===== config.mk =====
export PLATFORM = sky130hd
export DESIGN_NAME = nspl_rng
export DESIGN_NICKNAME = d
export VERILOG_FILES = /design/src/rtl/core/nspl_pkg.sv /design/src/rtl/core/nspl_rng.sv
export SDC_FILE = /design/constraint.sdc
export NUM_CORES = 1
export LEC_CHECK = 0
export ABC_AREA = 0
export BUFFER_PORTS_ARGS = -buffer_cell sky130_fd_sc_hd__buf_2
export CORE_ASPECT_RATIO = 0.6
export CORE_MARGIN = 4
export CORE_UTILIZATION = 60
export CTS_BUF_LIST = sky130_fd_sc_hd__clkbuf_4
export CTS_CLUSTER_SIZE = 10
export DETAILED_ROUTE_END_ITERATION = 10
export GPL_TIMING_DRIVEN = 0
export PLACE_DENSITY = 0.84
export SLEW_MARGIN = 20
export SYNTH_ARGS = -nofsm -noshare
export SYNTH_HDL_FRONTEND = slang
export SYNTH_SLANG_ARGS = --single-unit

===== constraint.sdc =====
create_clock -name clk -period 20.9 [get_ports clk]
set_clock_uncertainty 0.2 [all_clocks]
set_input_delay 4.18 -clock clk [delete_from_list [all_inputs] [get_ports clk]]
set_output_delay 4.18 -clock clk [all_outputs]
set_load 0.005 [all_outputs]

===== src/rtl/core/nspl_pkg.sv =====
// Shared types, constants, and the byte-distance and length-mask functions
// for the negative-selection pattern learner. No dependencies.
package nspl_pkg;

    // Result status codes
    localparam logic [2:0] ST_ADDED       = 3'd0;
    localparam logic [2:0] ST_SIMILAR     = 3'd1;
    localparam logic [2:0] ST_REPLACED    = 3'd2;
    localparam logic [2:0] ST_STORE_RESET = 3'd3;
    localparam logic [2:0] ST_DET_ADDED   = 3'd4;
    localparam logic [2:0] ST_GEN_FAILED  = 3'd5;
    localparam logic [2:0] ST_DET_FULL    = 3'd6;

    // Configuration register indexes
    localparam int CFG_IDX_W = 3;
    localparam logic [CFG_IDX_W-1:0] CFG_PATTERN_LENGTH    = 3'd0;
    localparam logic [CFG_IDX_W-1:0] CFG_AFFINITY          = 3'd1;
    localparam logic [CFG_IDX_W-1:0] CFG_PATTERN_CAPACITY  = 3'd2;
    localparam logic [CFG_IDX_W-1:0] CFG_DETECTOR_CAPACITY = 3'd3;
    localparam logic [CFG_IDX_W-1:0] CFG_SEED_LOW          = 3'd4;
    localparam logic [CFG_IDX_W-1:0] CFG_SEED_HIGH         = 3'd5;

    // Reset values of the configuration registers
    localparam logic [3:0]  RST_PATTERN_LENGTH = 4'd6;
    localparam logic [3:0]  RST_AFFINITY       = 4'd4;
    localparam logic [8:0]  RST_CAPACITY       = 9'd256;
    localparam logic [63:0] RST_SEED_LOW       = 64'd1;
    localparam logic [63:0] RST_SEED_HIGH      = 64'd0;

    // Modulo-95 by reciprocal: q = (x * MOD_MUL) >> MOD_SHIFT is exact for 32-bit x
    localparam logic [32:0] MOD_MUL    = 33'd5786903305;
    localparam int          MOD_SHIFT  = 39;
    localparam logic [31:0] MOD_DIV    = 32'd95;
    localparam logic [7:0]  PRINT_BASE = 8'd32;

    // Sequencer states
    typedef enum logic [13:0] {
        S_IDLE   = 14'b00000000000001,
        S_LS_RD  = 14'b00000000000010,
        S_LS_CMP = 14'b00000000000100,
        S_LF_RD  = 14'b00000000001000,
        S_LF_CMP = 14'b00000000010000,
        S_LF_END = 14'b00000000100000,
        S_DS_RD  = 14'b00000001000000,
        S_DS_CMP = 14'b00000010000000,
        S_DR_BYT = 14'b00000100000000,
        S_DR_WT  = 14'b00001000000000,
        S_DR_RD  = 14'b00010000000000,
        S_DR_CMP = 14'b00100000000000,
        S_DR_END = 14'b01000000000000,
        S_FINISH = 14'b10000000000000
    } state_t;

    // Random unit control
    typedef struct packed {
        logic step;
        logic load_low;
        logic load_high;
    } rng_ctrl_t;

    // One result beat
    typedef struct packed {
        logic [2:0] status;
        logic [7:0] slot;
        logic [8:0] replaced;
        logic [8:0] zeroed;
        logic [8:0] pcount;
        logic [8:0] dcount;
    } res_t;

    // Count differing bytes among the first n bytes
    function automatic logic [3:0] byte_dist(input logic [63:0] a, input logic [63:0] b,
                                             input logic [3:0] n);
        logic [3:0] d;
        d = 4'd0;
        for (int i = 0; i < 8; i++) begin
            if ((4'(i) < n) && (a[8*i +: 8] != b[8*i +: 8])) begin
                d = d + 4'd1;
            end
        end
        return d;
    endfunction

    // Keep the first n bytes
    function automatic logic [63:0] len_mask(input logic [3:0] n);
        logic [63:0] m;
        m = '0;
        for (int i = 0; i < 8; i++) begin
            if (4'(i) < n) begin
                m[8*i +: 8] = 8'hFF;
            end
        end
        return m;
    endfunction

endpackage


===== src/rtl/core/nspl_rng.sv =====
// xorshift128 generator with a three-stage modulo-95 reduction to a printable byte.
// Depends on nspl_pkg.
module nspl_rng (
    input  logic               clk,
    input  logic               rst_n,
    input  nspl_pkg::rng_ctrl_t ctrl,
    input  logic [63:0]        seed,
    output logic               done,
    output logic [7:0]         rbyte
);

    logic [31:0] s0_reg, s1_reg, s2_reg, s3_reg;
    logic [31:0] s3_next, t;
    logic [31:0] w_reg, w2_reg;
    logic [64:0] prod_reg;
    logic        v1_reg, v2_reg, v3_reg;
    logic [25:0] q;
    logic [31:0] r;
    logic [7:0]  byte_reg;

    // Next xorshift word
    always_comb
    begin
        t       = s0_reg ^ (s0_reg << 11);
        s3_next = (s3_reg ^ (s3_reg >> 19)) ^ (t ^ (t >> 8));
    end

    // Advance or reload the generator state
    always_ff @(posedge clk or negedge rst_n)
    begin
        if (!rst_n)
        begin
            s0_reg <= nspl_pkg::RST_SEED_LOW[31:0];
            s1_reg <= nspl_pkg::RST_SEED_LOW[63:32];
            s2_reg <= nspl_pkg::RST_SEED_HIGH[31:0];
            s3_reg <= nspl_pkg::RST_SEED_HIGH[63:32];
            v1_reg <= 1'b0;
            v2_reg <= 1'b0;
            v3_reg <= 1'b0;
        end
        else
        begin
            if (ctrl.load_low)
            begin
                s0_reg <= seed[31:0];
                s1_reg <= seed[63:32];
            end
            if (ctrl.load_high)
            begin
                s2_reg <= seed[31:0];
                s3_reg <= seed[63:32];
            end
            if (ctrl.step)
            begin
                s0_reg <= s1_reg;
                s1_reg <= s2_reg;
                s2_reg <= s3_reg;
                s3_reg <= s3_next;
            end
            v1_reg <= ctrl.step;
            v2_reg <= v1_reg;
            v3_reg <= v2_reg;
        end
    end

    // Reduce modulo 95 through a reciprocal product
    assign q = prod_reg[64:nspl_pkg::MOD_SHIFT];
    assign r = w2_reg - 32'(32'(q) * nspl_pkg::MOD_DIV);

    always_ff @(posedge clk)
    begin
        if (ctrl.step)
        begin
            w_reg <= s3_next;
        end
        prod_reg <= 65'(w_reg) * 65'(nspl_pkg::MOD_MUL);
        w2_reg   <= w_reg;
        byte_reg <= 8'(r[6:0]) + nspl_pkg::PRINT_BASE;
    end

    assign done  = v3_reg;
    assign rbyte = byte_reg;

endmodule


==> results of run 1 <==
## final cells by class
class                      instances  area, um2  share of cell area
antenna                            2       5.00            0.000226
buffer                            46        180             0.00815
tap                              459        574              0.0260
clock inverter                    15        193             0.00872
multi-input combinational       1283      14100               0.638
sequential                       185       4680               0.212
timing repair buffer              76        413              0.0187
inverter                         488       1830              0.0829
clock buffer                      17        128             0.00577
## metal layers
metal	wire (um)	track usage	up-vias
li1	-	-	6488
met1	25500	0.495	7453
met2	22600	0.407	828
met3	9230	0.143	75
met4	867	0.0571	4
met5	26	0	-
## through the flow
| stage | cells | utilization | hold slack [ns] | area [um2] |
|---|---|---|---|---|
| floorplan | 2002 | - | 0.131 | 20800 |
| global placement | 2536 | 0.640 | 0.136 | 21700 |
| detailed placement | 2537 | 0.641 | 0.143 | 21800 |
| CTS | 2569 | 0.651 | 0.179 | 22100 |
| global route | 2571 | 0.651 | 0.194 | 22100 |
| finish | 2571 | 0.651 | 0.177 | 22100 |
## logic make-up (layout without fill, tap and decap cells)
kind of cell	after synthesis	in the layout	share of synthesized area
fa+ha+maj	586	586	0.453
other cells	0	2	0
compound gates	226	226	0.0625
buf+inv	534	642	0.0968
xor+xnor	140	140	0.0590
mux	130	130	0.0627
simple gates	201	201	0.0412
flops	185	185	0.225
## layout by cell type (no fill, tap or decap), drive strengths merged, types with 7 or more instances in the layout
master / instances
clkinv: 7
a21oi: 31
xor2: 18
a21o: 12
ha: 309
nor2: 13
buf: 92
inv: 495
xnor2: 122
nand3: 7
dfxtp: 22
fa: 277
o21ai: 145
mux2i: 128
dfrtp: 130
clkbuf: 47
nand2: 148
edfxtp: 32
## worst register-to-register path: cells and delay by family, from the launching register on
family	cells	cell delay, ns
flip-flops	1	0.86
buffers and inverters	4	0.46
XOR/XNOR	1	0.17
adder cells (fa/ha/maj)	9	4.20
AO/OA/AOI/OAI	6	1.76
## worst min path at each step
stage / end / startpoint / cells after the start
finish: done / v2_reg / 0
global route: done / v2_reg / 0
CTS: done / v2_reg / 0
detailed placement: v2_reg / v1_reg / 0
global placement: done / v2_reg / 0
floorplan: done / v2_reg / 0
==> impl_metrics.tcl, run 1 <==
set metrics [dict create \
    status "completed" \
    cp_max_fo 9 \
    drive_above_1_share 0.0611 \
    synth-edff-count 32 \
    critical_path_depth 20 \
    cts_made_buffers 17 \
    crit_path_end_kind "flip-flop" \
    hp-class "flip-flop to flip-flop" \
    routedWlPerCell_um 22.6 \
    slew_viol_final 0 \
    rsz0062_at_grt "false" \
    rows 52 \
    required_ns 21.26 \
    start_util 0.612 \
    cts_buffer_depth 2 \
    grt_antenna_before_repair 4 \
    grt_overflow 0 \
    first_iter_violations 1498 \
    synth-async-reset-ratio 0.708 \
    layout_setup_ws_ns 13.15 \
    relSlewSlack 0.379 \
    arrival_ns 8.11 \
    critPathBufInv 4 \
    worstSkewPairLatency_ns 0.67 \
    vias 14848 \
    crit_end "prod_reg[39]" \
    post_cts_buffers 0 \
    core-area_um2 34000 \
    dpl.hpwl_um 49400 \
    tightest_slew_ns 0.932 \
    place_ws_ns 13.31 \
    r2r_slack_ns 13.15 \
    path_cells "inv_1 -> ha_1 -> fa_1 -> fa_1 -> fa_1 -> inv_1 -> fa_1 -> fa_1 -> fa_1 -> inv_1 -> fa_1 -> inv_1 -> ha_1 -> a211oi_2 -> o211ai_1 -> a221o_1 -> a311o_1 -> a21oi_1 -> o21ai_0 -> xor2_1" \
    crit_path_start "w_reg[3]" \
    htree_levels 4 \
    syn_avg_cell_area_um2 10.4 \
    hold_viol_final 0 \
    cts_sinks 185 \
    timing.rr.start "w_reg[3]" \
    synth_seq_cells 185 \
    grt_pass1_wl_um 89300 \
    drt-pass1-iter-count 5 \
    reg2regPathDepth 20 \
    cts_hold_buf 0 \
    yosysTopAreaCell "fa_1" \
    synth_ff_type "dfrtp_1" \
    slowest_delay_ns 0.86 \
    yosys_warnings 0 \
    synth_cells 2002 \
    route.antenna.remaining_nets 0 \
    syn_nets 2657 \
    cpMostUsedCell "fa_1" \
    grt_usage 0.317 \
    cts.clk_slew.worst_paths_ns 0.18 \
    syn2layout_area_growth_pct 6.31 \
    maxCapViolCount 0 \
    die-area_um2 37800 \
    synth_area_um2 20800 \
    die_w_um 248 \
    die_h_um 152 \
    fillCellCount 2640 \
    cp_slowest_cell "edfxtp_1" \
    finalSetupViolations 0 \
    port_buffers 75 \
    grt_max_degree 99 \
    synthDistinctLibCells 56 \
    synth_top_cell_area_share 0.267 \
    post-route-period-util 0.371 \
    critPathLaunchType "flip-flop" \
    path_class "flip-flop to flip-flop" \
    io_pins 78 \
    period_needed_ns 7.75 \
    yosysSeqAreaShare 0.225 \
    fin_setup_tns_ns 0 \
    post_cts_resized 0 \
    grt_pass1_vias 15266 \
    synthTopCellsByArea "fa_1 (27%), ha_1 (19%), dfrtp_1 (16%)" \
    cts-root-buf "clkbuf_4" \
    gp_congestion 1.02 \
    nets 2752 \
    synth_commonest_cells "inv_1 (488), ha_1 (309), fa_1 (277), nand2_1 (148), o21ai_0 (145)" \
    cts_tree "yes" \
    wirelength_um 58200 \
    clock.fmax_ghz 0.129 \
    cp_top_family "adder cells" \
    viasPerCell 5.78 \
    reg2reg_to "prod_reg[39]" \
    yosysMostFrequentCell "inv_1" \
    drc 0 \
]
Power of run 1 is not shown: default switching activity piles up to over one toggle a cycle in this logic, so the estimate is an artifact.
==> run 2, diff against run 1 <==
--- a/config.mk
+++ b/config.mk
@@ -5,16 +5,16 @@
 export SDC_FILE = /design/constraint.sdc
 export NUM_CORES = 1
 export LEC_CHECK = 0
-export ABC_AREA = 0
+export ABC_AREA = 1
 export BUFFER_PORTS_ARGS = -buffer_cell sky130_fd_sc_hd__buf_2
 export CORE_ASPECT_RATIO = 0.6
 export CORE_MARGIN = 4
-export CORE_UTILIZATION = 60
+export CORE_UTILIZATION = 59
 export CTS_BUF_LIST = sky130_fd_sc_hd__clkbuf_4
 export CTS_CLUSTER_SIZE = 10
 export DETAILED_ROUTE_END_ITERATION = 10
 export GPL_TIMING_DRIVEN = 0
-export PLACE_DENSITY = 0.84
+export PLACE_DENSITY = 0.86
 export SLEW_MARGIN = 20
 export SYNTH_ARGS = -nofsm -noshare
 export SYNTH_HDL_FRONTEND = slang
==> constraint.sdc (replaced) <==
create_clock -name clk -period 6.4 [get_ports clk]
set_clock_uncertainty 0.2 [all_clocks]
set_input_delay 1.28 -clock clk [delete_from_list [all_inputs] [get_ports clk]]
set_output_delay 1.28 -clock clk [all_outputs]
set_load 0.005 [all_outputs]
==> impl_metrics.tcl, run 2 <==
set metrics [dict create \
    status "finished with violations" \
    violations "setup timing" \
    cts-root-buf "clkbuf_4" \
    yosysSeqAreaShare 0.221 \
    grt_max_degree 91 \
    syn_avg_cell_area_um2 9.21 \
    maxCapViolCount 0 \
    synth_top_cell_area_share 0.262 \
    seqCellArea_um2 4680 \
    cp_slowest_cell "fa_1" \
    wirelength_um 67800 \
    grt_pass1_wl_um 99900 \
    cts_hold_buf 0 \
    finalSetupViolations 6 \
    dpl-instance-area_um2 22200 \
    synth_commonest_cells "inv_1 (563), nand2_1 (355), ha_1 (309), fa_1 (277), dfrtp_1 (130)" \
    hold_viol_final 0 \
    core-area_um2 35200 \
    cts_buffer_depth 2 \
    yosysMostFrequentCell "inv_1" \
    grt_antenna_before_repair 2 \
    synth-async-reset-ratio 0.708 \
    tightest_slew_ns 0.881 \
    first_iter_violations 2168 \
    reg2reg_to "prod_reg[40]" \
    io_pins 78 \
    nets 3155 \
    dp.cells 2847 \
    fin_cells 2982 \
    syn2layout_area_growth_pct 14.2 \
    worstSkewPairLatency_ns 0.66 \
    drive_above_1_share 0.153 \
    clock.fmax_ghz 0.154 \
    cp_max_fo 5 \
    htree_levels 4 \
    layout_common_cells "inv_1 (545), nand2_1 (336), ha_1 (272)" \
    hp-class "flip-flop to flip-flop" \
    cts_tree "yes" \
    timing.rr.start "w_reg[16]" \
    port_buffers 77 \
    fillCellCount 2603 \
    rows 53 \
    critPathLaunchType "flip-flop" \
    yosys_warnings 0 \
    cts_sinks 185 \
    required_ns 6.81 \
    critical_path_depth 21 \
    crit_path_start "w_reg[16]" \
    arrival_ns 6.89 \
    layout_setup_ws_ns -0.0824 \
    design_area_um2 24200 \
    post-route-period-util 1.01 \
    gp_congestion 1.02 \
    start_util 0.602 \
    slowest_delay_ns 0.55 \
    r2r_slack_ns -0.08 \
    vias 17161 \
    synth_ff_type "dfrtp_1" \
    viasPerCell 5.75 \
    path_cells "buf_6 -> fa_1 -> inv_2 -> fa_1 -> fa_1 -> inv_2 -> fa_1 -> inv_1 -> fa_1 -> inv_2 -> fa_1 -> fa_1 -> fa_1 -> ha_4 -> nand4_1 -> buf_4 -> nor2_4 -> and3_4 -> nand3b_1 -> nand3_2 -> xor2_1" \
    dpl.hpwl_um 53700 \
    grt_pass1_vias 16913 \
    syn_nets 2957 \
    synth_area_um2 21200 \
    die_h_um 155 \
    drt-pass1-iter-count 6 \
    cts.clk_slew.worst_paths_ns 0.18 \
    final_common_cell "inv_1" \
    grt_overflow 0 \
    route.antenna.remaining_nets 0 \
    crit_path_end_kind "flip-flop" \
    reg2regPathDepth 21 \
    grt_usage 0.344 \
    drc 0 \
    synth-edff-count 32 \
    synth_seq_cells 185 \
    die-area_um2 39100 \
    rsz0062_at_grt "true" \
    slew_viol_final 0 \
    cp_top_family "adder cells" \
    crit_end "prod_reg[40]" \
    die_w_um 253 \
    synthDistinctLibCells 37 \
    yosysTopAreaCell "fa_1" \
    multi_input_area_um2 15100 \
    cts_made_buffers 17 \
    cpMostUsedCell "fa_1" \
    period_needed_ns 6.48 \
    synthTopCellsByArea "fa_1 (26%), ha_1 (18%), dfrtp_1 (15%)" \
    routedWlPerCell_um 22.7 \
    critPathBufInv 6 \
    synth_cells 2302 \
    path_class "flip-flop to flip-flop" \
    relSlewSlack 0.413 \
]
==> run 2: kinds of logic (layout without fill, tap and decap cells) <==
family,after synthesis,after routing,synth area share
buffers and inverters,613,824,0.110
AOI/OAI and AO/OA,293,293,0.0799
other,0,2,0
xor gates and xnor gates,122,122,0.0504
and+or+nand+nor,503,503,0.0955
adders and majority gates,586,586,0.444
DFF,185,185,0.221
==> run 2: worst min path at each step <==
| stage | start | to | slack [ns] | cells past startpoint |
|---|---|---|---|---|
| 2_1_floorplan | v2_reg | done | 0.13 | 0 |
| 3_3_place_gp | v2_reg | done | 0.14 | 0 |
| 3_5_place_dp | v2_reg | done | 0.14 | 0 |
| 4_1_cts | v2_reg | done | 0.17 | 0 |
| 5_1_grt | v1_reg | v2_reg | 0.19 | 0 |
| 6_report | v2_reg | done | 0.17 | 0 |
==> run 2: per-stage QoR <==
stage	util	TNS, ns	setup WS, ns	hold slack, ns
after global placement	0.630	-5.30	-0.826	0.137
after detailed placement	0.631	-5.58	-0.872	0.140
after global routing	0.688	-0.967	-0.190	0.188
after CTS	0.664	-0.0944	-0.0725	0.172
after floorplan	-	0	0.0813	0.131
final	0.688	-0.282	-0.0824	0.168
==> run 2: repair_timing <==
action / CTS / global route
gates resized for setup: 95 / 127
endpoints found under the setup margin: 7 / 7
pin swaps: 36 / 78
buffers inserted: 65 / 36
==> run 2: layout make-up <==
type / instances / share of cell area
multi-input combinational: 1504 / 0.622
sequential: 185 / 0.193
inverter: 564 / 0.0878
timing repair buffer: 179 / 0.0517
tap: 467 / 0.0241
buffer: 49 / 0.00858
clock inverter: 15 / 0.00662
clock buffer: 17 / 0.00527
antenna: 2 / 0.000207
==> run 2: metal layers <==
| metal | global-route usage | up-vias | wire length (um) |
|---|---|---|---|
| li1 | - | 7506 | - |
| met1 | 0.527 | 8485 | 28800 |
| met2 | 0.444 | 1064 | 26500 |
| met3 | 0.162 | 104 | 11300 |
| met4 | 0.0659 | 2 | 1160 |
| met5 | 0 | - | 48 |
Power of run 2 is left out for the same reason.
